### config.mk
export PLATFORM = sky130hd
export DESIGN_NAME = pst_ctrl
export DESIGN_NICKNAME = d
export VERILOG_FILES = /design/src/sv/pst_pkg.sv /design/src/sv/pst_ctrl.sv
export SDC_FILE = /design/constraint.sdc
export NUM_CORES = 1
export LEC_CHECK = 0
export BUFFER_PORTS_ARGS = -buffer_cell sky130_fd_sc_hd__buf_2
export CORE_MARGIN = 1
export CORE_UTILIZATION = 25
export CTS_BUF_LIST = sky130_fd_sc_hd__clkbuf_2 sky130_fd_sc_hd__clkbuf_4 sky130_fd_sc_hd__clkbuf_8
export CTS_CLUSTER_DIAMETER = 100
export CTS_CLUSTER_SIZE = 24
export DETAILED_ROUTE_END_ITERATION = 8
export HOLD_SLACK_MARGIN = 0.1
export PLACE_DENSITY_LB_ADDON = 0.3
export SKIP_CTS_REPAIR_TIMING = 1
export SLEW_MARGIN = 20
export SYNTH_ARGS = -nofsm -noshare
export SYNTH_HDL_FRONTEND = slang
export SYNTH_SLANG_ARGS = --single-unit
export TNS_END_PERCENT = 20
### constraint.sdc
create_clock -name clk -period 5.4 [get_ports clk]
set_clock_uncertainty 0.05 [all_clocks]
set_input_delay 0.27 -clock clk [delete_from_list [all_inputs] [get_ports clk]]
set_output_delay 0.27 -clock clk [all_outputs]
set_load 0.02 [all_outputs]
### src/sv/pst_pkg.sv
// Shared types and constants for the Prim spanning tree engine.
// Used by the channel interfaces, the controller, the datapath and the top level.
`default_nettype none

package pst_pkg;

	// Default vertex capacity of the weight store
	localparam int MAX_VERTICES_DEF = 32;

	// Field widths
	localparam int VERTEX_W = 5;
	localparam int WEIGHT_W = 16;
	localparam int COST_W   = 17;
	localparam int COUNT_W  = 6;
	localparam int STATUS_W = 2;

	// Store code for a missing edge: top bit set, above any real weight
	localparam logic [COST_W-1:0] NO_EDGE = 17'h10000;

	// Item operations
	typedef enum logic {
		OP_LOAD  = 1'b0,
		OP_START = 1'b1
	} op_t;

	// Result status codes
	typedef enum logic [STATUS_W-1:0] {
		STATUS_EDGE         = 2'd0,
		STATUS_DISCONNECTED = 2'd1,
		STATUS_NO_EDGES     = 2'd2
	} status_t;

	// Controller to datapath commands
	typedef struct packed {
		logic                clear_wr;
		logic                load_wr1;
		logic                load_wr2;
		logic                start;
		logic                pass_begin;
		logic                scan;
		logic [VERTEX_W-1:0] scan_idx;
		logic                emit;
		status_t             emit_status;
		logic                emit_last;
		logic                advance;
	} pst_cmd_t;

	// Datapath to controller status
	typedef struct packed {
		logic clear_last;
		logic found;
		logic out_free;
	} pst_status_t;

endpackage

`default_nettype wire

### src/sv/pst_ctrl.sv
// Controller state machine: store clearing, edge loads, scan passes and emits.
// Depends on pst_pkg; drives the datapath through pst_cmd_t commands.
`default_nettype none

module pst_ctrl import pst_pkg::*; #(
	parameter int MAX_VERTICES = MAX_VERTICES_DEF
) (
	input  wire                 clk,
	input  wire                 arst_n,
	input  wire                 cfg_write,
	input  wire [COUNT_W-1:0]   cfg_data,
	input  wire                 in_valid,
	input  wire                 in_operation,
	input  wire [VERTEX_W-1:0]  in_root,
	output logic                in_ready,
	output pst_cmd_t            cmd,
	input  pst_status_t         stat
);

	localparam int ACTIVE_LIMIT = (MAX_VERTICES < 32) ? MAX_VERTICES : 32;
	localparam logic [COUNT_W-1:0] LIMIT = COUNT_W'(ACTIVE_LIMIT);

	typedef enum logic [2:0] {
		ST_CLEAR,
		ST_IDLE,
		ST_LOAD2,
		ST_PASS,
		ST_DRAIN,
		ST_EMIT,
		ST_NO_TREE
	} state_t;

	state_t              state_q, state_n;
	logic [COUNT_W-1:0]  vertex_count_q;
	logic [COUNT_W-1:0]  n_q, n_n;
	logic [VERTEX_W-1:0] scan_q, scan_n;
	logic [COUNT_W-1:0]  edges_q, edges_n;
	logic [COUNT_W-1:0]  n_c;
	logic                bad_c;
	logic                accept;

	// Clamp the vertex count and check the root
	assign n_c    = (vertex_count_q > LIMIT) ? LIMIT : vertex_count_q;
	assign bad_c  = (n_c < COUNT_W'(2)) || (COUNT_W'(in_root) >= n_c);
	assign in_ready = (state_q == ST_IDLE);
	assign accept = in_valid && in_ready;

	// Next state and commands
	always_comb begin
		cmd          = '0;
		cmd.scan_idx = scan_q;
		state_n      = state_q;
		n_n          = n_q;
		scan_n       = scan_q;
		edges_n      = edges_q;
		case (state_q)
			ST_CLEAR: begin
				cmd.clear_wr = 1'b1;
				if (stat.clear_last) begin
					state_n = ST_IDLE;
				end
			end
			ST_IDLE: begin
				if (accept) begin
					if (in_operation == OP_LOAD) begin
						cmd.load_wr1 = 1'b1;
						state_n      = ST_LOAD2;
					end else begin
						n_n = n_c;
						if (bad_c) begin
							state_n = ST_NO_TREE;
						end else begin
							cmd.start      = 1'b1;
							cmd.pass_begin = 1'b1;
							scan_n         = '0;
							edges_n        = '0;
							state_n        = ST_PASS;
						end
					end
				end
			end
			ST_LOAD2: begin
				cmd.load_wr2 = 1'b1;
				state_n      = ST_IDLE;
			end
			ST_PASS: begin
				cmd.scan = 1'b1;
				if (COUNT_W'(scan_q) == n_q - COUNT_W'(1)) begin
					state_n = ST_DRAIN;
				end else begin
					scan_n = scan_q + VERTEX_W'(1);
				end
			end
			ST_DRAIN: begin
				state_n = ST_EMIT;
			end
			ST_EMIT: begin
				if (stat.out_free) begin
					cmd.emit = 1'b1;
					if (!stat.found) begin
						cmd.emit_status = STATUS_DISCONNECTED;
						cmd.emit_last   = 1'b1;
						state_n         = ST_IDLE;
					end else begin
						cmd.emit_status = STATUS_EDGE;
						if (edges_q == n_q - COUNT_W'(2)) begin
							cmd.emit_last = 1'b1;
							state_n       = ST_IDLE;
						end else begin
							cmd.advance    = 1'b1;
							cmd.pass_begin = 1'b1;
							edges_n        = edges_q + COUNT_W'(1);
							scan_n         = '0;
							state_n        = ST_PASS;
						end
					end
				end
			end
			ST_NO_TREE: begin
				if (stat.out_free) begin
					cmd.emit        = 1'b1;
					cmd.emit_status = STATUS_NO_EDGES;
					cmd.emit_last   = 1'b1;
					state_n         = ST_IDLE;
				end
			end
			default: begin
				state_n = ST_IDLE;
			end
		endcase
	end

	// Hold state, counters and the vertex count register
	always_ff @(posedge clk or negedge arst_n) begin
		if (!arst_n) begin
			state_q        <= ST_CLEAR;
			vertex_count_q <= '0;
			n_q            <= '0;
			scan_q         <= '0;
			edges_q        <= '0;
		end else begin
			state_q <= state_n;
			n_q     <= n_n;
			scan_q  <= scan_n;
			edges_q <= edges_n;
			if (cfg_write) begin
				vertex_count_q <= cfg_data;
			end
		end
	end

endmodule

`default_nettype wire

# Yosys cells after proc, flatten, opt, wreduce, memory -nomap -nowiden
# Index checks and enable logic that the tools add are counted.
[classes]
addsub = 4
magnitude_cmp = 3
eq_ne = 18
n_mux = 46
n_reduce_logical = 9
[op_table]
columns = ["op", "count"]
rows = [
  ["$mux W6", 7],
  ["$mux W5", 8],
  ["$mux W3", 8],
  ["$ne A2 B2 Y1 const B", 9],
  ["$pmux W3 S6", 1],
  ["$pmux W5 S3", 1],
  ["$mux W1", 12],
  ["$pmux W6 S2", 1],
  ["$mux W2", 5],
  ["$eq A3 B3 Y1 const B", 3],
  ["$pmux W4 S2", 1],
  ["$reduce_and A8 Y1", 1],
  ["$reduce_and A7 Y1", 1],
  ["$add A6 B1 Y6 const B", 1],
  ["$eq A3 B2 Y1 const B", 2],
  ["$eq A5 B6 Y1", 1],
  ["$eq A6 B6 Y1", 1],
  ["$ge A5 B6 Y1", 1],
  ["$gt A6 B6 Y1 const B", 1],
  ["$lt A6 B2 Y1 const B", 1],
  ["$sub A6 B1 Y6 const B", 1],
  ["$sub A6 B2 Y6 const B", 1],
  ["$add A5 B1 Y5 const B", 1],
  ["$reduce_and A5 Y1", 1],
  ["other kinds (10)", 10],
]
[totals]
ff_bits = 26
input_bits = 19
output_inout_bits = 17
wordCells = 85

# Longest topological paths before layout
# Gate-level depths: netlist (run 1).
[depth]
ltp_word = 8
depth_mapped = 9
ltp_nobuf = 8

# Worst setup path before layout (run 1)
# No wires, ideal clock.
[synth_path]
path_kind = "flip-flop to flip-flop"
start = "reg vertex_count_q[5]"
end = "reg edges_q[1]"
setup_ps = 125
arrival_time_ps = 2165
required_ps = 5225
setup_slack_ps = 3060
path_stages_with_launch = 10
path_buffers = 1
synth_period_minus_slack_ps = 2340
cell_sequence = "dfrtp_1 nor2b_1 ha_1 nand2b_1 a211oi_1 o21ai_0 a21o_1 clkbuf_1 nand2_1 mux2_2"
[synth_via]
elab_chain_len = 6
elab_cells_between_ends = 7
classes_between = "order compare: 3; eq/ne: 1; mux: 1; reduce/logical: 2"
[synth_lines]
columns = ["element", "line", "source"]
rows = [
  ["start, declared", "pst_ctrl.sv:34", "logic [COUNT_W-1:0] vertex_count_q;"],
  ["start signal, assigned", "pst_ctrl.sv:147", "vertex_count_q <= cfg_data;"],
  ["$gt A6 B6 Y1 (*)", "pst_ctrl.sv:43", "assign n_c = (vertex_count_q > LIMIT) ? LIMIT : vertex_count_q;"],
  ["$mux W6 (*)", "pst_ctrl.sv:43", ""],
  ["via n_c[0]", "pst_ctrl.sv:38", "logic [COUNT_W-1:0] n_c;"],
  ["$lt A6 B2 Y1 or $ge A5 B6 Y1 (tied branches)", "pst_ctrl.sv:44", "assign bad_c = (n_c < COUNT_W'(2)) || (COUNT_W'(in_root) >= n_c);"],
  ["$logic_or A1 B1 Y1 (*)", "pst_ctrl.sv:44", ""],
  ["$ne A2 B2 Y1 (no source line) (*)", "n/a", ""],
  ["$reduce_and A7 Y1 (no source line) (*)", "n/a", ""],
  ["end signal, assigned", "pst_ctrl.sv:145", "edges_q <= edges_n;"],
  ["end, declared", "pst_ctrl.sv:37", "logic [COUNT_W-1:0] edges_q, edges_n;"],
]
# The timed path passes the listed nets; every way through them passes the cells marked *.
# A chain may end at the register's enable or synchronous reset.

==> results of run 1 <==
## layout by cell type (no fill, tap or decap), types with 3 or more instances in the layout
| master | instances |
|---|---|
| buf_2 | 35 |
| dfrtp_1 | 26 |
| inv_1 | 15 |
| nand2_1 | 15 |
| nand3_1 | 12 |
| o21ai_0 | 11 |
| mux2_2 | 11 |
| a21oi_1 | 10 |
| ha_1 | 10 |
| nand2b_1 | 8 |
| nor2_1 | 7 |
| xor2_1 | 7 |
| xnor2_1 | 6 |
| nor2b_1 | 5 |
| nand3b_1 | 5 |
| nor3_1 | 5 |
| and3_1 | 5 |
| or3_1 | 4 |
| a211oi_1 | 4 |
| mux2i_1 | 4 |
| clkbuf_8 | 4 |
| o31ai_1 | 3 |
## layout make-up
cell class                 instances  share of cell area [%]
inverter                          15                   2.545
timing repair buffer              36                   8.371
tap                               99                   5.600
sequential                        26                   29.41
multi-input combinational        160                   51.58
clock buffer                       4                   2.489
## metrics by stage
step | total power, mW | hold slack, ns | area (um^2) | setup WS (ns) | utilization [%]
final | 0.9840 | 0.1735 | 2212 | 2.553 | 30.50
after floorplan | 0.7346 | -0.07559 | 1884 | 3.060 | -
after detailed placement | 0.8602 | 0.2680 | 2147 | 2.797 | 29.60
after global routing | 1.068 | 0.1748 | 2212 | 2.397 | 30.50
after CTS | 0.9939 | -0.03328 | 2202 | 2.546 | 30.36
after global placement | 0.8518 | 0.2726 | 2147 | 2.835 | 29.60
## routing by layer
layer	vias up	part of all wire, %
met3	4	2.3
met2	18	48
met5	-	0
met1	780	48
li1	819	-
met4	0	1.5
## final timing paths
| path | startpoint | to | slack [ns] |
|---|---|---|---|
| worst max-delay path | vertex_count_q[5] | cmd[12] | 2.55 |
| worst min-delay path | cfg_data[2] | vertex_count_q[2] | 0.17 |
| worst max register to register | vertex_count_q[5] | scan_q[0] | 2.77 |
| worst min register to register | vertex_count_q[0] | vertex_count_q[0] | 0.48 |
| max in group asynchronous | arst_n | edges_q[4] | 4.42 |
| min in group asynchronous | arst_n | scan_q[4] | 0.48 |
## sequential cells by signal (all words and copies together), names as in the netlist
register	cells
edges_q	6
vertex_count_q	6
scan_q	5
state_q	3
n_q	6
## cells by family after synthesis
kind of cell / Yosys count / share of synthesized area [%]
simple gates: 76 / 22.24
compound gates: 45 / 16.40
flops: 26 / 34.53
buf+inv: 24 / 4.914
mux: 15 / 8.699
xor+xnor: 13 / 6.043
fa+ha+maj: 11 / 7.171
## power breakdown
part / switching, mW / internal, mW
logic: 0.272 / 0.232
registers: 0.105 / 0.245
clock network: 0.0651 / 0.0652
total: 0.441 / 0.543
==> run summary, run 1 <==
Horiz. Die Dim: 88.82 um
clock buffer count from CTS: 3
status: finished, final reports clean
area delta synth->final: 17.40%
Final Hold Fails: 0
arrival time of data at the critical path endpoint: 2.53 ns
share of synthesized flip-flops with an asynchronous set or reset: 100.0%
most common library cells after synthesis: 26 x dfrtp_1, 15 x inv_1, 15 x nand2_1, 12 x nand3_1
initial core utilization: 25.98%
top cell type's share of synthesized area: 34.53%
multi-input gate area in the final layout: 0.001141 mm^2
worst stage delay on the critical path: 0.46 ns
wire length of the first global-routing pass: 7113 um
P_leak: 1.039 nW
WS Path Type: register to output port
wire length per cell after detailed routing: 12.64 um
instance count on the critical path: 8
drc violations: 0
worst-path maximum fanout: 9
count of standard-cell rows: 31
largest net degree at the start of global routing: 27
via count of the first global-routing pass: 1540
Slew @ Worst Pin: 0.6054 ns
largest cells by area after synthesis: dfrtp_1 35%, ha_1 6.6%, mux2_2 6.6%
Final Setup Violations: 0
depth of the worst hold-timing path: 2
clock latency of the later-clocked register in the worst-skew pair: 0.27 ns
endpoint class of the critical path: output port
Cell Pwr Density: 444.8 mW/mm^2
combined area of all synthesized cells: 0.001884 mm^2
# nets final: 271
RD Place Congestion: 0.7677
RSZ-0062 raised after global routing: no
count of cell types in the netlist: 44
global-route layer with the greatest usage: met2
CTS clock-pin slew for the worst setup and hold paths: 0.09 ns
highest-delay cell along the critical path: dfrtp_1
Inserted Diodes: 0
Die Footprint: 0.007888 mm^2
max-cap viol count: 0
worst reg2reg path depth: 8
global-route met3 utilization: 1.866%
total global-route track usage: 11.66%
initial drt markers: 34
synth warn: 0
ratio of final minimum period to clock period: 52.72%
accumulated negative setup slack: 0 ns
Register Area: 650.6 um^2
initial antenna violation count: 0
kind of cell with the highest combined delay on the critical path: compound AO/OA/AOI/OAI gates
via/cell ratio: 4.768
clock root buffer master: clkbuf_8
average footprint of a synthesized cell: 8.973 um^2
Sinks on Clock Net: 26
max-slew violations: 0
register bit total from synthesis: 26
Seq/Total Area, Yosys: 34.53%
Max transition margin: 59.64%
met2 track demand over resource: 19.58%
placeable core area: 0.007253 mm^2
net count after synthesis: 239
worst path cell trace: nor2b_1, ha_1, nand2b_1, a211oi_1, o21ai_0, a21o_1, inv_1, buf_2
first-pass detailed-route iteration total: 4
count of buffers from port buffering: 35
I/O pin count: 36
fmax: 351.2 MHz
Post-synth EDFFs: 0
Hold Path Class: primary input to register
CTS tree: yes
Final Non-Filler Cells: 340
via count: 1621
fraction of final layout cells sized beyond drive strength 1: 21.99%
dominant cell type by area after synthesis: dfrtp_1
post-route antenna net violation count: 0
leftover overflow at the end of global routing: 0
number of placed instances, taps included: 335
die height: 88.82 um
maximum level of the CTS H-tree: 1
worst voltage drop across the vdd grid: 0.0002017 V
Crit path required time: 5.08 ns
Worst setup SP type: register
DP HPWL: 3303 um
met1 track utilization from global routing: 15.32%
cell with the most instances after synthesis: dfrtp_1
minimum clock period after layout: 2.847 ns
Fillers: 790
most frequently used flop master after synthesis: dfrtp_1
Total Routed Length: 4299 um
clk buf depth: 2
cells after synthesis: 210
Buf/Inv on CP: 2
Power figures use the tool's default switching activity.
==> run 2: changes to the inputs <==
clock period = 2.8 ns   (was 5.4 ns; I/O delays follow)
==> run 2 against run 1 <==
Net effect:
- cell area grew 5.3%
- die area unchanged
- cell count grew 3.2%
- first-iteration DRC count rose to 2.6 times the previous value
- sequential cell count unchanged
- routed wire length rose by 3.3%
- global-route usage increased by 0.31 points
==> run summary, run 2 (synthesized netlist as in run 1, its figures left out) <==
worst voltage drop across the vdd grid: 0.0004048 V
global-route met3 utilization: 2.239%
Area after DPL: 0.002177 mm^2
Max transition margin: 60.16%
Final Setup Violations: 0
cell internal power dissipation: 1.144 mW
worst reg2reg endpoint: scan_q[1]
die height: 88.82 um
Crit path required time: 2.61 ns
largest net degree at the start of global routing: 27
Horiz. Die Dim: 88.82 um
part of the power in registers: 31.8%
net switching power figure: 0.8623 mW
met1 track utilization from global routing: 16.33%
most common cell after layout, fill and taps aside: buf_2
# nets final: 282
Sinks on Clock Net: 26
I/O pin count: 36
fraction of final layout cells sized beyond drive strength 1: 23.02%
Inserted Diodes: 0
part of the power in combinational logic: 52.3%
WS Path Type: register to output port
biggest regs: edges_q (6), n_q (6), vertex_count_q (6)
highest-count cells in the layout ignoring fill and taps: 35 x buf_2, 26 x dfrtp_1, 15 x inv_1, 15 x nand2_1, 12 x nand3_1
Worst Setup EP: cmd[12]
arrival time of data at the critical path endpoint: 2.46 ns
R2R Setup Slk: 0.22 ns
Post-Place Setup Slack: 0.2455 ns
ratio of final minimum period to clock period: 94.48%
initial drt markers: 87
post-route antenna net violation count: 0
leftover overflow at the end of global routing: 0
power share of the clock group: 15.9%
CP Launch Point: vertex_count_q[5]
P_leak: 1.094 nW
DP HPWL: 3405 um
worst reg2reg path depth: 8
status: finished, final reports clean
wire length per cell after detailed routing: 12.65 um
r2r startpoint: vertex_count_q[5]
Final Non-Filler Cells: 351
global-route layer with the greatest usage: met2
drc violations: 0
RSZ-0062 raised after global routing: no
count of standard-cell rows: 31
Slew @ Worst Pin: 0.5977 ns
endpoint class of the critical path: output port
placeable core area: 0.007253 mm^2
core occupancy in the finished layout: 32.12%
post-layout instance area: 0.002330 mm^2
RD Place Congestion: 0.7930
first-pass detailed-route iteration total: 4
maximum level of the CTS H-tree: 1
minimum clock period after layout: 2.645 ns
post-route worst setup slack: 0.1546 ns
via count of the first global-routing pass: 1562
total global-route track usage: 11.97%
Final Hold Fails: 0
met2 track demand over resource: 19.16%
CTS clock-pin slew for the worst setup and hold paths: 0.10 ns
Die Footprint: 0.007888 mm^2
depth of the worst hold-timing path: 2
area delta synth->final: 23.64%
Hold Path Class: primary input to register
via count: 1695
clock latency of the later-clocked register in the worst-skew pair: 0.28 ns
initial core utilization: 25.98%
worst-path maximum fanout: 9
clock buffer count from CTS: 3
Worst setup SP type: register
accumulated negative setup slack: 0 ns
max-slew violations: 0
count of buffers from port buffering: 35
clock root buffer master: clkbuf_8
Sw Share: 42.97%
number of placed instances, taps included: 339
CTS tree: yes
wire length of the first global-routing pass: 7355 um
initial antenna violation count: 0
max-cap viol count: 0
fmax: 378.0 MHz
clk buf depth: 2
Total Routed Length: 4439 um
Cell Pwr Density: 861.3 mW/mm^2
via/cell ratio: 4.829
-- run 2: changes by cell type in the layout (fill, tap and decap cells not counted), sizes merged --
cell and delta:
buf +4, bufinv +1, clkbuf -1, dlygate4sd3 +7
-- run 2: stage by stage --
step                      total power, mW  hold WS [ns]
after global routing                2.181        0.1646
after CTS                           2.015       -0.1861
after detailed placement            1.688        0.1304
final                               2.007        0.1555
after global placement              1.677        0.1374
after floorplan                     1.417       -0.2056
-- run 2: power by group through the flow --
stage          Clock [mW]  Combinational (mW)  Sequential, mW
2_1_floorplan           0               0.807           0.609
3_3_place_gp            0                1.03           0.646
3_5_place_dp            0                1.04           0.646
4_1_cts             0.330                1.05           0.640
5_1_grt             0.342                1.18           0.661
6_report            0.319                1.05           0.639
-- run 2: metal layers --
layer | vias up | share of wire [%]
li1 | 836 | -
met1 | 831 | 49
met2 | 23 | 47
met3 | 5 | 3.1
met4 | 0 | 0.81
met5 | - | 0
-- run 2: final cells by class --
class                   instances  area [um^2]
well taps                      99        123.9
repair buffers                 47        285.3
inverters                      15        56.30
flip-flops and latches         26        650.6
clock buffers                   3        41.29
multi-input cells             160         1142
clock inverters                 1        30.03
fillers                       785         4923
-- run 2: how the worst min path moves through the flow --
stage | startpoint | endpoint | slack [ns]
2_1_floorplan | arst_n | edges_q[0] | -0.21
3_3_place_gp | arst_n | vertex_count_q[4] | 0.14
3_5_place_dp | arst_n | vertex_count_q[4] | 0.13
4_1_cts | arst_n | vertex_count_q[4] | -0.19
5_1_grt | cfg_write | vertex_count_q[2] | 0.16
6_report | cfg_write | vertex_count_q[5] | 0.16
-- run 2: worst max-delay path: stages (launching register included) --
cell	delay [ns]
dfrtp_1	0.45
nor2b_1	0.17
ha_1	0.24
nand2b_1	0.14
a211oi_1	0.24
o21ai_0	0.24
a21o_2	0.33
inv_1	0.16
buf_2	0.19
==> run 3: changes to the inputs <==
BUFFER_PORTS_ARGS = not set   (was -buffer_cell sky130_fd_sc_hd__buf_2)
DONT_BUFFER_PORTS = 1   (was not set)
==> run 3 against run 2 <==
Net effect:
- sequential power grew 6.4%
- sequential share of layout area grew 1.4 points
- power shrank 7.8%
- critical path type unchanged
- highest routed layer unchanged
==> run summary, run 3 (synthesized netlist as in run 1, its figures left out) <==
clock latency of the later-clocked register in the worst-skew pair: 0.27 ns
count of buffers from port buffering: 0
P_leak: 0.9654 nW
initial core utilization: 25.98%
max-cap viol count: 0
Inserted Diodes: 0
Worst setup SP type: register
most common cell after layout, fill and taps aside: dfrtp_1
highest-delay cell along the critical path: dfrtp_1
count of standard-cell rows: 31
RD Place Congestion: 0.7674
fraction of final layout cells sized beyond drive strength 1: 10.22%
leftover overflow at the end of global routing: 0
via count: 1547
Slew @ Worst Pin: 0.6485 ns
I/O pin count: 36
initial antenna violation count: 0
post-route antenna net violation count: 0
Sinks on Clock Net: 26
placeable core area: 0.007253 mm^2
CTS tree: yes
CTS clock-pin slew for the worst setup and hold paths: 0.09 ns
Max transition margin: 56.68%
via count of the first global-routing pass: 1451
first-pass detailed-route iteration total: 4
Crit path required time: 2.61 ns
worst-path maximum fanout: 9
biggest regs: edges_q (6), n_q (6), vertex_count_q (6)
clock buffer count from CTS: 3
clock root buffer master: clkbuf_8
area delta synth->final: 17.86%
Hold WS: 0.1200 ns
ratio of final minimum period to clock period: 91.02%
total global-route track usage: 11.79%
arrival time of data at the critical path endpoint: 2.36 ns
minimum clock period after layout: 2.549 ns
max-slew violations: 0
status: finished, final reports clean
highest-count cells in the layout ignoring fill and taps: 26 x dfrtp_1, 15 x inv_1, 15 x nand2_1, 15 x dlygate4sd3_1, 12 x nand3_1
worst voltage drop across the vdd grid: 0.0002935 V
Final Hold Fails: 0
wire length of the first global-routing pass: 7058 um
largest net degree at the start of global routing: 27
worst stage delay on the critical path: 0.45 ns
Final Setup Violations: 0
WS Path Type: register to output port
worst path cell trace: nor2b_1, ha_1, nand2b_1, a211oi_1, o21ai_0, a21o_1, nand2_1, buf_4
endpoint class of the critical path: output port
Cell Pwr Density: 833.4 mW/mm^2
via/cell ratio: 4.775
drc violations: 0
initial drt markers: 61
Hold Path Class: primary input to register
die height: 88.82 um
Horiz. Die Dim: 88.82 um
clk buf depth: 2
DP HPWL: 3340 um
Total Routed Length: 4442 um
Die Footprint: 0.007888 mm^2
fmax: 392.4 MHz
accumulated negative setup slack: 0 ns
# nets final: 256
RSZ-0062 raised after global routing: no
maximum level of the CTS H-tree: 1
wire length per cell after detailed routing: 13.71 um
-- run 3: changes by cell type in the layout (fill, tap and decap cells not counted) --
cell / before / now
buf_2: 35 / 0
dlygate4sd3_1: 8 / 15
a21o_1: 1 / 2
a21o_2: 1 / 0
buf_12: 0 / 1
buf_4: 4 / 5
bufinv_16: 1 / 0
-- run 3: worst paths after layout --
kind / slack, ns / start / to / cells after the start
setup reg to reg: 0.26 / vertex_count_q[5] / scan_q[1] / 8
min in group asynchronous: 0.25 / arst_n / scan_q[4] / 2
max in group asynchronous: 2.29 / arst_n / n_q[2] / 2
hold reg to reg: 0.50 / n_q[1] / n_q[1] / 2
hold / removal: 0.12 / in_valid / state_q[2] / 2
setup / recovery: 0.25 / vertex_count_q[5] / cmd[11] / 8
-- run 3: report_power, final --
part           switching, mW  internal [mW]  total, mW
logic                  0.513          0.442      0.954
clock network          0.120         0.0965      0.216
registers              0.207          0.473      0.680
-- run 3: critical path, delay by kind of cell, from the launching register on --
kind	cells	cell delay (ns)
simple gates	3	0.46
compound gates	3	0.77
fa+ha+maj	1	0.24
buf+inv	1	0.15
flops	1	0.45
-- run 3: per-layer routing --
layer	global-route usage (%)	wire, um	vias up
met3	2.612	151	2
met2	19.23	2169	16
met5	0	0	-
met4	3.959	43	0
met1	15.41	2078	737
li1	-	-	792
-- run 3: area by class of cell --
| cell class | instances | area, um^2 |
|---|---|---|
| fill | 767 | 5032 |
| tap | 99 | 123.9 |
| sequential | 26 | 650.6 |
| inverter | 15 | 56.30 |
| multi-input combinational | 160 | 1141 |
| timing repair buffer | 21 | 207.7 |
| clock buffer | 3 | 41.29 |
-- run 3: metrics by stage --
stage	util, %	setup WS [ns]	instances	cell area [um^2]	total power, mW
CTS	28.27	0.2019	308	2051	1.834
global placement	27.70	0.3128	305	2009	1.601
global route	30.62	0.01420	324	2221	2.035
floorplan	-	0.4605	210	1884	1.417
detailed placement	27.70	0.2501	305	2009	1.613
finish	30.62	0.2514	324	2221	1.851
